`config.mk`:
```
export PLATFORM = sky130hd
export DESIGN_NAME = text_line_folder
export DESIGN_NICKNAME = d
export VERILOG_FILES = /design/src/hdl/tlf_pkg.sv /design/src/hdl/tlf_line_buffer.sv /design/src/hdl/tlf_out_stage.sv /design/src/hdl/text_line_folder.sv
export SDC_FILE = /design/constraint.sdc
export NUM_CORES = 1
export LEC_CHECK = 0
export BUFFER_PORTS_ARGS = -buffer_cell sky130_fd_sc_hd__buf_2
export CORE_MARGIN = 2
export CORE_UTILIZATION = 45
export DETAILED_ROUTE_END_ITERATION = 8
export GPL_TIMING_DRIVEN = 0
export REMOVE_ABC_BUFFERS = 1
export SYNTH_ARGS = -nofsm -noshare
export SYNTH_HDL_FRONTEND = slang
export SYNTH_SLANG_ARGS = --single-unit
```
`constraint.sdc`:
```
create_clock -name clk -period 3.7 [get_ports clk]
set_clock_uncertainty 0.1 [all_clocks]
set_input_delay 0.555 -clock clk [delete_from_list [all_inputs] [get_ports clk]]
set_output_delay 0.555 -clock clk [all_outputs]
set_load 0.02 [all_outputs]
```
`src/hdl/tlf_pkg.sv`:
```
// Package for the text line folder: character codes, the split marker,
// the register reset value and the sequencer state type.
// No dependencies; imported by the top level, the output stage and the testbench.
`default_nettype none

package tlf_pkg;

    localparam int unsigned CFG_W     = 6;
    localparam int unsigned SPLIT_LEN = 7;

    localparam logic [CFG_W-1:0] WIDTH_RESET = 6'd10;

    localparam logic [7:0] CH_SPACE = 8'h20;
    localparam logic [7:0] CH_TAB   = 8'h09;
    localparam logic [7:0] CH_NL    = 8'h0A;

    typedef enum logic [1:0] {
        S_IDLE,
        S_SCAN_RD,
        S_SCAN_CHK,
        S_EMIT
    } state_t;

    // One entry handed from the sequencer to the output stage.
    typedef struct packed {
        logic       valid;
        logic       from_mem;
        logic [7:0] ch;
        logic       last;
    } issue_t;

    // What the output stage reports back to the sequencer.
    typedef struct packed {
        logic space;
        logic stage_busy;
    } stage_status_t;

    function automatic logic [7:0] split_char(input logic [2:0] k);
        logic [7:0] c;
        unique case (k)
            3'd0:    c = 8'h5B; // '['
            3'd1:    c = 8'h73; // 's'
            3'd2:    c = 8'h70; // 'p'
            3'd3:    c = 8'h6C; // 'l'
            3'd4:    c = 8'h69; // 'i'
            3'd5:    c = 8'h74; // 't'
            3'd6:    c = 8'h5D; // ']'
            default: c = CH_NL;
        endcase
        return c;
    endfunction

    function automatic logic is_blank(input logic [7:0] c);
        return (c == CH_SPACE) || (c == CH_TAB);
    endfunction

endpackage

`default_nettype wire

```
`src/hdl/tlf_line_buffer.sv`:
```
// Circular line buffer memory: one write port and one registered read port.
// Depends on nothing but its parameters.
`default_nettype none

module tlf_line_buffer #(
    parameter int unsigned PTR_W = 6
) (
    input  wire logic             clk,
    input  wire logic             wr_en,
    input  wire logic [PTR_W-1:0] wr_addr,
    input  wire logic [7:0]       wr_data,
    input  wire logic             rd_en,
    input  wire logic [PTR_W-1:0] rd_addr,
    output logic      [7:0]       rd_data
);

    localparam int unsigned DEPTH = 2 ** PTR_W;

    logic [7:0] mem [DEPTH];
    logic [7:0] rd_data_reg;

    always_ff @(posedge clk)
    begin
        if (wr_en)
        begin
            mem[wr_addr] <= wr_data;
        end
    end

    always_ff @(posedge clk)
    begin
        if (rd_en)
        begin
            rd_data_reg <= mem[rd_addr];
        end
    end

    assign rd_data = rd_data_reg;

endmodule

`default_nettype wire

```
`src/hdl/tlf_out_stage.sv`:
```
// Output pipeline: a stage that waits for the memory read data, then the
// output register that drives the result channel. Depends on tlf_pkg.
`default_nettype none

module tlf_out_stage
    import tlf_pkg::*;
(
    input  wire logic          clk,
    input  wire logic          rst_n,
    input  wire issue_t        issue,
    input  wire logic [7:0]    rd_data,
    output stage_status_t      status,
    output logic               out_valid,
    input  wire logic          out_ready,
    output logic [7:0]         char_out,
    output logic               last
);

    logic       st_valid_reg;
    logic       st_mem_reg;
    logic [7:0] st_char_reg;
    logic       st_last_reg;
    logic       out_valid_reg;
    logic [7:0] out_char_reg;
    logic       out_last_reg;
    logic       out_free;
    logic       st_take;

    assign out_free          = !out_valid_reg || out_ready;
    assign st_take           = st_valid_reg && out_free;
    assign status.space      = !st_valid_reg || st_take;
    assign status.stage_busy = st_valid_reg;

    always_ff @(posedge clk or negedge rst_n)
    begin
        if (!rst_n)
        begin
            st_valid_reg  <= 1'b0;
            out_valid_reg <= 1'b0;
        end
        else
        begin
            if (issue.valid)
            begin
                st_valid_reg <= 1'b1;
            end
            else if (st_take)
            begin
                st_valid_reg <= 1'b0;
            end
            if (out_free)
            begin
                out_valid_reg <= st_valid_reg;
            end
        end
    end

    // Read data changes only on an issue or, stage empty, on a search read,
    // so it still belongs to the entry in the stage at the edge it moves on.
    always_ff @(posedge clk)
    begin
        if (issue.valid)
        begin
            st_mem_reg  <= issue.from_mem;
            st_char_reg <= issue.ch;
            st_last_reg <= issue.last;
        end
        if (st_take)
        begin
            out_char_reg <= st_mem_reg ? rd_data : st_char_reg;
            out_last_reg <= st_last_reg;
        end
    end

    assign out_valid = out_valid_reg;
    assign char_out  = out_char_reg;
    assign last      = out_last_reg;

`ifndef SYNTHESIS
    a_issue_has_space: assert property (@(posedge clk) disable iff (!rst_n)
        issue.valid |-> status.space)
        else $error("entry issued into a full output stage");
    a_stage_moves: assert property (@(posedge clk) disable iff (!rst_n)
        (st_valid_reg && out_free && !issue.valid) |=> !st_valid_reg)
        else $error("output stage kept an entry that had moved on");
    a_out_loaded: assert property (@(posedge clk) disable iff (!rst_n)
        (st_valid_reg && out_free) |=> out_valid_reg)
        else $error("output register missed a transfer from the stage");
`endif

endmodule

`default_nettype wire

```
`src/hdl/text_line_folder.sv`:
```
// Text line folder top level: sequencer, blank search and emission control.
// Depends on tlf_pkg, tlf_line_buffer and tlf_out_stage.
//
// Usage. Characters arrive on the in channel (char_in, end_of_text) and the
// folded text leaves on the out channel (char_out, last), both valid/ready.
// last marks the final byte caused by one input transfer. fold_width is
// written through the cfg channel (cfg_data), which is always ready.
// Timing. An ordinary character that causes no fold leaves the sequencer
// idle. A fold first searches the buffer for the last blank, from the fold
// width down, one position at a time through the single memory read port
// and blank comparator, each position in a read and a check state. Emission
// then delivers one byte per cycle while the output stage has space: the
// bytes up to the fold, or all on a flush, plus up to eight more. The first
// byte of a flush passes the emit state, the stage and the output register.
// in_ready is high only while the sequencer is idle; the last bytes of an
// item may still drain while the next character is taken.
// Reset clears the fill count, the head pointer and the output channel and
// sets fold_width to 10. No clearing pass is needed.
// When the receiver stalls, the output register and one stage behind it hold
// their bytes and the sequencer stops issuing until space frees.
`default_nettype none

module text_line_folder
    import tlf_pkg::*;
#(
    parameter int unsigned MAX_WIDTH = 32
) (
    input  wire logic             clk,
    input  wire logic             rst_n,
    input  wire logic             cfg_valid,
    output logic                  cfg_ready,
    input  wire logic [CFG_W-1:0] cfg_data,
    input  wire logic             in_valid,
    output logic                  in_ready,
    input  wire logic [7:0]       char_in,
    input  wire logic             end_of_text,
    output logic                  out_valid,
    input  wire logic             out_ready,
    output logic [7:0]            char_out,
    output logic                  last
);

    localparam int unsigned PTR_W = $clog2(MAX_WIDTH + 1);
    localparam int unsigned CNT_W = $clog2(MAX_WIDTH + 2);
    localparam int unsigned EK_W  = $clog2(MAX_WIDTH + SPLIT_LEN + 2);

    state_t             state_reg, state_next;
    logic [CFG_W-1:0]   width_reg;
    logic [PTR_W-1:0]   head_reg, head_next;
    logic [CNT_W-1:0]   fill_reg, fill_next;
    logic [CNT_W-1:0]   scan_idx_reg, scan_idx_next;
    logic [PTR_W-1:0]   em_base_reg, em_base_next;
    logic [EK_W-1:0]    em_k_reg, em_k_next;
    logic [CNT_W-1:0]   em_nbuf_reg, em_nbuf_next;
    logic               em_mark_reg, em_mark_next;
    logic               em_nl_reg, em_nl_next;

    logic [CFG_W-1:0]   w_clamp;
    logic [CNT_W-1:0]   w_eff;
    logic [CNT_W-1:0]   fill_inc;
    logic [EK_W-1:0]    em_total;
    logic [EK_W-1:0]    em_off;
    logic               in_xfer;
    logic               is_flush;
    logic               wr_en;
    logic [PTR_W-1:0]   wr_addr;
    logic               rd_en;
    logic [PTR_W-1:0]   rd_addr;
    logic [7:0]         rd_data;
    issue_t             issue;
    stage_status_t      status;

    // Widths of zero act as one, widths beyond MAX_WIDTH as MAX_WIDTH.
    always_comb
    begin
        priority if (width_reg == '0)
        begin
            w_clamp = CFG_W'(1);
        end
        else if (width_reg > CFG_W'(MAX_WIDTH))
        begin
            w_clamp = CFG_W'(MAX_WIDTH);
        end
        else
        begin
            w_clamp = width_reg;
        end
    end

    assign w_eff     = CNT_W'(w_clamp);
    assign fill_inc  = fill_reg + CNT_W'(1);
    assign in_ready  = (state_reg == S_IDLE);
    assign cfg_ready = 1'b1;
    assign in_xfer   = in_valid && in_ready;
    assign is_flush  = end_of_text || (char_in == CH_NL);
    assign em_total  = EK_W'(em_nbuf_reg)
                     + (em_mark_reg ? EK_W'(SPLIT_LEN) : '0)
                     + (em_nl_reg ? EK_W'(1) : '0);
    assign em_off    = em_k_reg - EK_W'(em_nbuf_reg);
    assign wr_en     = in_xfer && !is_flush;
    assign wr_addr   = head_reg + fill_reg[PTR_W-1:0];

    always_ff @(posedge clk or negedge rst_n)
    begin
        if (!rst_n)
        begin
            state_reg <= S_IDLE;
            width_reg <= WIDTH_RESET;
            head_reg  <= '0;
            fill_reg  <= '0;
        end
        else
        begin
            state_reg <= state_next;
            head_reg  <= head_next;
            fill_reg  <= fill_next;
            if (cfg_valid && cfg_ready)
            begin
                width_reg <= cfg_data;
            end
        end
    end

    always_ff @(posedge clk)
    begin
        scan_idx_reg <= scan_idx_next;
        em_base_reg  <= em_base_next;
        em_k_reg     <= em_k_next;
        em_nbuf_reg  <= em_nbuf_next;
        em_mark_reg  <= em_mark_next;
        em_nl_reg    <= em_nl_next;
    end

    always_comb
    begin
        state_next    = state_reg;
        head_next     = head_reg;
        fill_next     = fill_reg;
        scan_idx_next = scan_idx_reg;
        em_base_next  = em_base_reg;
        em_k_next     = em_k_reg;
        em_nbuf_next  = em_nbuf_reg;
        em_mark_next  = em_mark_reg;
        em_nl_next    = em_nl_reg;
        rd_en         = 1'b0;
        rd_addr       = '0;
        issue         = '0;

        unique case (state_reg)
            S_IDLE:
            begin
                if (in_xfer)
                begin
                    if (is_flush)
                    begin
                        // An end of text with nothing buffered produces nothing.
                        if (!(end_of_text && (fill_reg == '0)))
                        begin
                            em_base_next = head_reg;
                            em_nbuf_next = fill_reg;
                            em_mark_next = 1'b0;
                            em_nl_next   = !end_of_text;
                            em_k_next    = '0;
                            state_next   = S_EMIT;
                        end
                        fill_next = '0;
                    end
                    else
                    begin
                        fill_next = fill_inc;
                        if (fill_inc > w_eff)
                        begin
                            scan_idx_next = w_eff;
                            state_next    = S_SCAN_RD;
                        end
                    end
                end
            end

            S_SCAN_RD:
            begin
                // The read port is shared with the stage waiting on its data.
                if (!status.stage_busy)
                begin
                    rd_en      = 1'b1;
                    rd_addr    = head_reg + scan_idx_reg[PTR_W-1:0];
                    state_next = S_SCAN_CHK;
                end
            end

            S_SCAN_CHK:
            begin
                if (is_blank(rd_data) || (scan_idx_reg == CNT_W'(1)))
                begin
                    em_base_next = head_reg;
                    em_nl_next   = 1'b1;
                    em_k_next    = '0;
                    state_next   = S_EMIT;
                    if (is_blank(rd_data))
                    begin
                        em_nbuf_next = scan_idx_reg;
                        em_mark_next = 1'b0;
                        head_next    = head_reg + scan_idx_reg[PTR_W-1:0];
                        fill_next    = fill_reg - scan_idx_reg;
                    end
                    else
                    begin
                        em_nbuf_next = w_eff;
                        em_mark_next = 1'b1;
                        head_next    = head_reg + w_eff[PTR_W-1:0];
                        fill_next    = fill_reg - w_eff;
                    end
                end
                else
                begin
                    scan_idx_next = scan_idx_reg - CNT_W'(1);
                    state_next    = S_SCAN_RD;
                end
            end

            S_EMIT:
            begin
                if (status.space)
                begin
                    issue.valid = 1'b1;
                    issue.last  = (em_k_reg == em_total - EK_W'(1));
                    priority if (em_k_reg < EK_W'(em_nbuf_reg))
                    begin
                        issue.from_mem = 1'b1;
                        rd_en          = 1'b1;
                        rd_addr        = em_base_reg + em_k_reg[PTR_W-1:0];
                    end
                    else if (em_mark_reg && (em_off < EK_W'(SPLIT_LEN)))
                    begin
                        issue.ch = split_char(em_off[2:0]);
                    end
                    else
                    begin
                        issue.ch = CH_NL;
                    end
                    em_k_next = em_k_reg + EK_W'(1);
                    if (issue.last)
                    begin
                        state_next = S_IDLE;
                    end
                end
            end

            default:
            begin
                state_next = S_IDLE;
            end
        endcase
    end

    tlf_line_buffer #(
        .PTR_W (PTR_W)
    ) u_buffer (
        .clk     (clk),
        .wr_en   (wr_en),
        .wr_addr (wr_addr),
        .wr_data (char_in),
        .rd_en   (rd_en),
        .rd_addr (rd_addr),
        .rd_data (rd_data)
    );

    tlf_out_stage u_out (
        .clk       (clk),
        .rst_n     (rst_n),
        .issue     (issue),
        .rd_data   (rd_data),
        .status    (status),
        .out_valid (out_valid),
        .out_ready (out_ready),
        .char_out  (char_out),
        .last      (last)
    );

`ifndef SYNTHESIS
    a_fill_bound: assert property (@(posedge clk) disable iff (!rst_n)
        (state_reg == S_IDLE) |-> (fill_reg <= CNT_W'(MAX_WIDTH)))
        else $error("line buffer holds more than its maximum between items");
    a_port_share: assert property (@(posedge clk) disable iff (!rst_n)
        !(wr_en && rd_en))
        else $error("buffer written and read in the same cycle");
    a_scan_range: assert property (@(posedge clk) disable iff (!rst_n)
        (state_reg == S_SCAN_CHK) |->
            ((scan_idx_reg != '0) && (scan_idx_reg <= w_eff)))
        else $error("blank search outside positions one to the width");
    a_emit_count: assert property (@(posedge clk) disable iff (!rst_n)
        (state_reg == S_EMIT) |-> (em_k_reg < em_total))
        else $error("emission ran past the end of its run");
`endif

endmodule

`default_nettype wire

```
# ---- Word-level counts from Yosys, hierarchy flattened
# Memory sizes are Yosys's and may differ from the RTL's. A register that Yosys moved wholly into a read port is not among the register bits.
# Index checks and enable logic that the tools add are counted.
dict set report classes {
  addsub 13
  n_reduce_logical 30
  mux 70
  bitwise_logic 3
  n_eq_ne 26
  magnitude_cmp 4
}
# cell count
set ops {}
lappend ops {{two-way mux 6 bit} 28}
lappend ops {{case mux 6 bit (2 select lines)} 5}
lappend ops {{case mux 7 bit (7 select lines)} 1}
lappend ops {{adder 6 bit} 4}
lappend ops {{two-way mux 8 bit} 3}
lappend ops {{two-way mux 11 bit} 2}
lappend ops {{case mux 6 bit (3 select lines)} 1}
lappend ops {{subtractor 6 bit} 3}
lappend ops {{two-way mux 1 bit} 17}
lappend ops {{== test 8 x 4 -> 1 bit (second input constant)} 2}
lappend ops {{two-way mux 2 bit} 8}
lappend ops {{!= test 2 bit (second input constant)} 7}
lappend ops {{adder 6 x 1 -> 6 bit (second input constant)} 2}
lappend ops {{zero test 6 bit} 2}
lappend ops {{AND reduction 6 bit} 2}
lappend ops {{subtractor 6 x 1 -> 6 bit (second input constant)} 2}
lappend ops {{AND reduction 5 bit} 2}
lappend ops {{== test 3 bit (second input constant)} 3}
lappend ops {{== test 8 x 6 -> 1 bit (second input constant)} 1}
lappend ops {{case mux 2 bit (4 select lines)} 1}
lappend ops {{adder 6 x 1 -> 6 bit} 1}
lappend ops {{adder 6 x 3 -> 6 bit} 1}
lappend ops {{== test 3 x 2 -> 1 bit (second input constant)} 2}
lappend ops {{== test 6 x 1 -> 1 bit (second input constant)} 1}
lappend ops {{other kinds (25)} 45}
dict set report word_totals {
  n_memories 1
  mem_bits_rw 512
  reg_bits 67
  output_inout_bits 12
  in_bits 20
  wordCells 165
}
# memory depth width rd rd_clocked_by_memory_dff wr line
set mem_list {}
lappend mem_list {u_buffer.mem 64 8 1 1 1 tlf_line_buffer.sv:19} ;# logic [7:0] mem [DEPTH];

# ---- Longest topological paths before layout
dict set report depth {
  ltp_word 8
  mapped_depth 15
  mapped_depth_nobuf 14
}

# ---- Cells and area by module
# Synthesis repeated with hierarchy kept, for this count alone.
dict set report unflattened {
  cells_unflattened 1455
  hier_area_um2 25248.0
}
# mod area_per_inst_um2 cells_each n_inst
set modules_own_cells {}
lappend modules_own_cells {tlf_line_buffer 20246.9 940 1}
lappend modules_own_cells {text_line_folder 4205.3 478 1}
lappend modules_own_cells {tlf_out_stage 795.8 37 1}

# ---- Least setup slack after synthesis
# OpenSTA, ideal clock, no wires.
dict set report synth_timing {
  path_kind {reg-to-reg}
  start {register em_k_reg[0]}
  end {register u_buffer.rd_data_reg[0] (netlist: u_buffer.rd_data[0]) (read register of u_buffer.mem), data pin}
  path_slack_ns 0.306
  arrival_ns 3.035
  required_time_ns 3.341
  period_less_slack_ns 3.394
  setup_ns 0.259
  path_stages_with_launch 13
  path_cell_list {edfxtp_1 > ha_1 > fa_1 > clkbuf_1 > inv_1 > o31ai_4 > buf_2 > buf_4 > mux2i_1 > mux2i_1 > a32oi_1 > nand3_1 > o31a_1}
}
dict set report synth_via {
  elab_chain_cells 4
  elab_cells_between_ends 8
  cone_classes {1 x add/sub; 1 x order compare; 6 x mux}
}
# item line
set synth_rtl {}
lappend synth_rtl {{start: declaration} text_line_folder.sv:53} ;# logic [EK_W-1:0] em_k_reg, em_k_next;
lappend synth_rtl {{start signal: assignment} text_line_folder.sv:128} ;# em_k_reg <= em_k_next;
lappend synth_rtl {{adder 6 bit / less-than comparator 6 bit (equally long branches)} {text_line_folder.sv:231, text_line_folder.sv:227}}
lappend synth_rtl {{two-way mux 6 bit / two-way mux 1 bit (equally long branches)} text_line_folder.sv:227} ;# priority if (em_k_reg < EK_W'(em_nbuf_reg))
lappend synth_rtl {{two-way mux 6 bit / two-way mux 1 bit (equally long branches)} text_line_folder.sv:223} ;# if (status.space)
lappend synth_rtl {{case mux 6 bit (2 select lines) / case mux 1 bit (2 select lines) (equally long branches)} text_line_folder.sv:149} ;# unique case (state_reg)
lappend synth_rtl {{end: declaration} tlf_line_buffer.sv:20} ;# logic [7:0] rd_data_reg;
# Several ways; a longest one is shown, not always the timed one.
# A chain may end at the register's enable or synchronous reset.

# ---- Worst setup path after layout
dict set report layout_timing {
  start {input port char_in[3]}
  end {memory u_buffer.mem[10][3], enable pin}
}
dict set report layout_via {
  elab_chain_cells 6
}
# item line
set layout_rtl {}
lappend layout_rtl {{start: declaration} text_line_folder.sv:35} ;# input wire logic [7:0] char_in,
lappend layout_rtl {{== test 8 x 4 -> 1 bit} text_line_folder.sv:95} ;# assign is_flush = end_of_text || (char_in == CH_NL);
lappend layout_rtl {{logical OR 1 bit} text_line_folder.sv:95}
lappend layout_rtl {{zero test 1 bit} text_line_folder.sv:100} ;# assign wr_en = in_xfer && !is_flush;
lappend layout_rtl {{logical AND 1 bit} text_line_folder.sv:100}
lappend layout_rtl {{two-way mux 1 bit} tlf_line_buffer.sv:24} ;# if (wr_en)
lappend layout_rtl {{two-way mux 1 bit (not written as such)} tlf_line_buffer.sv:26} ;# mem[wr_addr] <= wr_data;
lappend layout_rtl {{end: declaration} tlf_line_buffer.sv:19}
# No other way between the ends.

==> impl_metrics.ini <==
[timing]
rsz0062_at_grt = yes
setup_viol = 183
finalCritPeriodShare_pct = 107
max_slew.worst_pin.slew_ns = 1.38
period_minus_slack_ns = 3.96
slew_headroom_pct = 7.98
hold_viol_final = 0
setup_slack_ns = -0.255
slew_violations = 0
fmax_mhz = 253

[global_route]
grt.total_usage_pct = 23.9
antenna_found_initial = 0
grt_max_degree = 66
grt_pass1_vias = 16629
grt_overflow_total = 0
grt_pass1_wl_mm = 107

[logic_synthesis]
yosys_register_bits = 586
postSynthCellCount = 1969
ys_seq_area_share_pct = 67.3
synth_top_cell_area_share_pct = 65.2
ys.flop_type = edfxtp_1
syn_area_per_cell_um2 = 13.2
async_flop_share_pct = 3.75
netlist_area_um2 = 26000
synth_edf_count = 564
yosys_warnings = 0
synth.area.top_cells = edfxtp_1 (65%), nand2_1 (4.7%), mux2i_1 (3.2%), ha_1 (2.4%), dfrtp_1 (1.9%)
ys_types = 81
yosysTopAreaCell = edfxtp_1

[power_and_ir_drop]
p_leak_nw = 10.8
peakVddDrop_mv = 0.676
power_density_nw_per_um2 = 1010

[floorplanning]
rows = 88
initial_utilization_pct = 45.3
core_um2 = 57400
io_pins = 32
die_w_um = 244
die_h_um = 244
die_area_um2 = 59700

[critical_path]
crit_fanout = 65
cp_data_required_time_ns = 3.84
path_class = in2reg
cp.arrival_ns = 4.10
crit_path_start_kind = input port
worstSetupEndpointType = flop

[detailed_routing]
routedWlPerCell_um = 25.3
drtPass1Iterations = 5
routed_wl_mm = 74.0
route.detailed.drc = 0
vias = 17479
drt_iter0_markers = 1815
avgViaCountPerCell = 5.98
ant_nets = 0

[placed_design]
dpl.cell_count = 2680
routabilityCongestion = 0.823
place.detailed.hpwl_mm = 42.2
port_buffers = 30
place_ws_ns = -1.98
post_dp_cell_area_um2 = 27000

[clock_tree]
cts_max_path_buffers = 3
insertion_delay_ns = 0.63
htreeDepth = 2
cts.clk_slew.worst_paths_ns = 0.06
numCtsBuffers = 59
numClockSinks = 586
cts_tree = done
root_buffer = clkbuf_16

[cells_and_area]
largest_reg_flops = 512
fin_cells = 2921
layout_common_cells = edfxtp_1 (564), nand2_1 (317), buf_4 (96)
stdcell_area_um2 = 31600
layout_commonest_cell = edfxtp_1
area_growth_pct = 21.4
final_net_count = 2184
diodes = 0
drive_above_1_share_pct = 22.1

[flow_run]
drv_cap = 0

[outcome]
status = finished with violations
violations = setup timing

[min_path]
min_path_type = in2reg
==> routing by layer <==
layer	vias up	part of all wire [%]	wire length [µm]	track usage, %
met4	0	4.6	3380	9.68
met3	178	8.0	5890	4.31
li1	7775	-	-	-
met5	-	0	0	0
met1	8698	40	29800	32.1
met2	828	47	34900	38.6
==> Yosys cell counts, types with 5 or more instances <==
| cell type | instances |
|---|---|
| edfxtp_1 | 564 |
| xor2_1 | 20 |
| o2111ai_1 | 22 |
| o21a_1 | 6 |
| a22o_1 | 7 |
| buf_6 | 9 |
| mux2_2 | 14 |
| o21ai_0 | 31 |
| a31oi_1 | 37 |
| nand3_1 | 98 |
| a2111oi_2 | 6 |
| o311a_1 | 5 |
| nand2_1 | 327 |
| nor2b_1 | 9 |
| a22oi_1 | 26 |
| xnor2_1 | 28 |
| clkbuf_1 | 35 |
| and2_1 | 20 |
| o221a_1 | 5 |
| buf_4 | 9 |
| a21oi_1 | 82 |
| a221oi_1 | 22 |
| dfrtp_1 | 20 |
| buf_2 | 56 |
| a211oi_1 | 26 |
| a311o_1 | 5 |
| a311oi_1 | 15 |
| fa_1 | 7 |
| a32oi_1 | 12 |
| nand2b_1 | 9 |
| a21o_1 | 11 |
| and3_1 | 18 |
| inv_1 | 44 |
| o22ai_1 | 6 |
| mux2i_1 | 84 |
| ha_1 | 50 |
| nand4_1 | 23 |
| nor3_1 | 13 |
| nor2_1 | 130 |
==> worst paths after layout <==
| check | startpoint | end | slack, ns | cells past startpoint |
|---|---|---|---|---|
| min in group asynchronous | rst_n | fill_reg[2]$_DFFE_PN0P_ | 0.36 | 2 |
| worst min-delay path | cfg_data[5] | width_reg[5]$_DFFE_PN0P_ | 0.03 | 3 |
| max in group asynchronous | rst_n | head_reg[0]$_DFFE_PN0P_ | 2.71 | 2 |
| worst max register to register | em_k_reg[0]$_SDFFCE_PN0P_ | u_buffer.rd_data[7]$_DFFE_PP_ | -0.20 | 14 |
| worst min register to register | u_out.st_last_reg$_SDFFCE_PN0P_ | u_out.last$_DFFE_PP_ | 0.33 | 0 |
| worst max-delay path | char_in[3] | u_buffer.mem[10][3]$_DFFE_PP_ | -0.26 | 7 |
==> cell families after synthesis <==
| logic type | share of synthesized area [%] |
|---|---|
| other cells | 0.0144 |
| compound gates | 9.81 |
| flops | 67.3 |
| mux | 3.84 |
| fa+ha+maj | 2.95 |
| simple gates | 11.6 |
| buf+inv | 2.88 |
| xor+xnor | 1.62 |
==> final cells by class <==
class                      count  area [µm²]
clock buffer                  69        1560
clock inverter                41         378
fill                        4541       25800
inverter                      45         173
multi-input combinational   1241        9030
sequential                   586       17500
tap                          765         957
timing repair buffer         174        1970
==> critical path: stages <==
cell and delay [ns]:
buf_2 0.50, nor4bb_1 0.36, a21oi_2 0.50, nand3_1 0.25, nor2_1 0.32, nand3_1 0.80
nor2_2 0.75
==> repair_timing <==
action	in CTS	in global routing
gates resized for setup	153	114
hold buffers	1	0
pin swaps	37	36
endpoints found under the setup margin	520	436
gates cloned	13	7
buffers inserted	65	46
endpoints found under the hold margin	20	0
==> metrics by stage <==
stage / total power, mW / hold slack (ns) / setup TNS, ns / util, %
finish: 32.0 / 0.0295 / -27.26 / 55.0
global route: 33.2 / 0.0523 / -42.77 / 55.0
CTS: 29.9 / 0.00451 / -24.44 / 53.2
detailed placement: 21.1 / 0.320 / -659.84 / 47.1
global placement: 20.6 / 0.310 / -722.23 / 46.2
floorplan: 16.1 / 0.159 / -29.11 / -
==> where the power goes <==
part	switching, mW	internal [mW]	total (mW)
sequential	0.412	7.87	8.29
combinational	10.7	6.98	17.7
clock	2.57	3.43	6.00
total	13.7	18.3	32.0
Note: power is estimated with default switching activity, not from simulation.
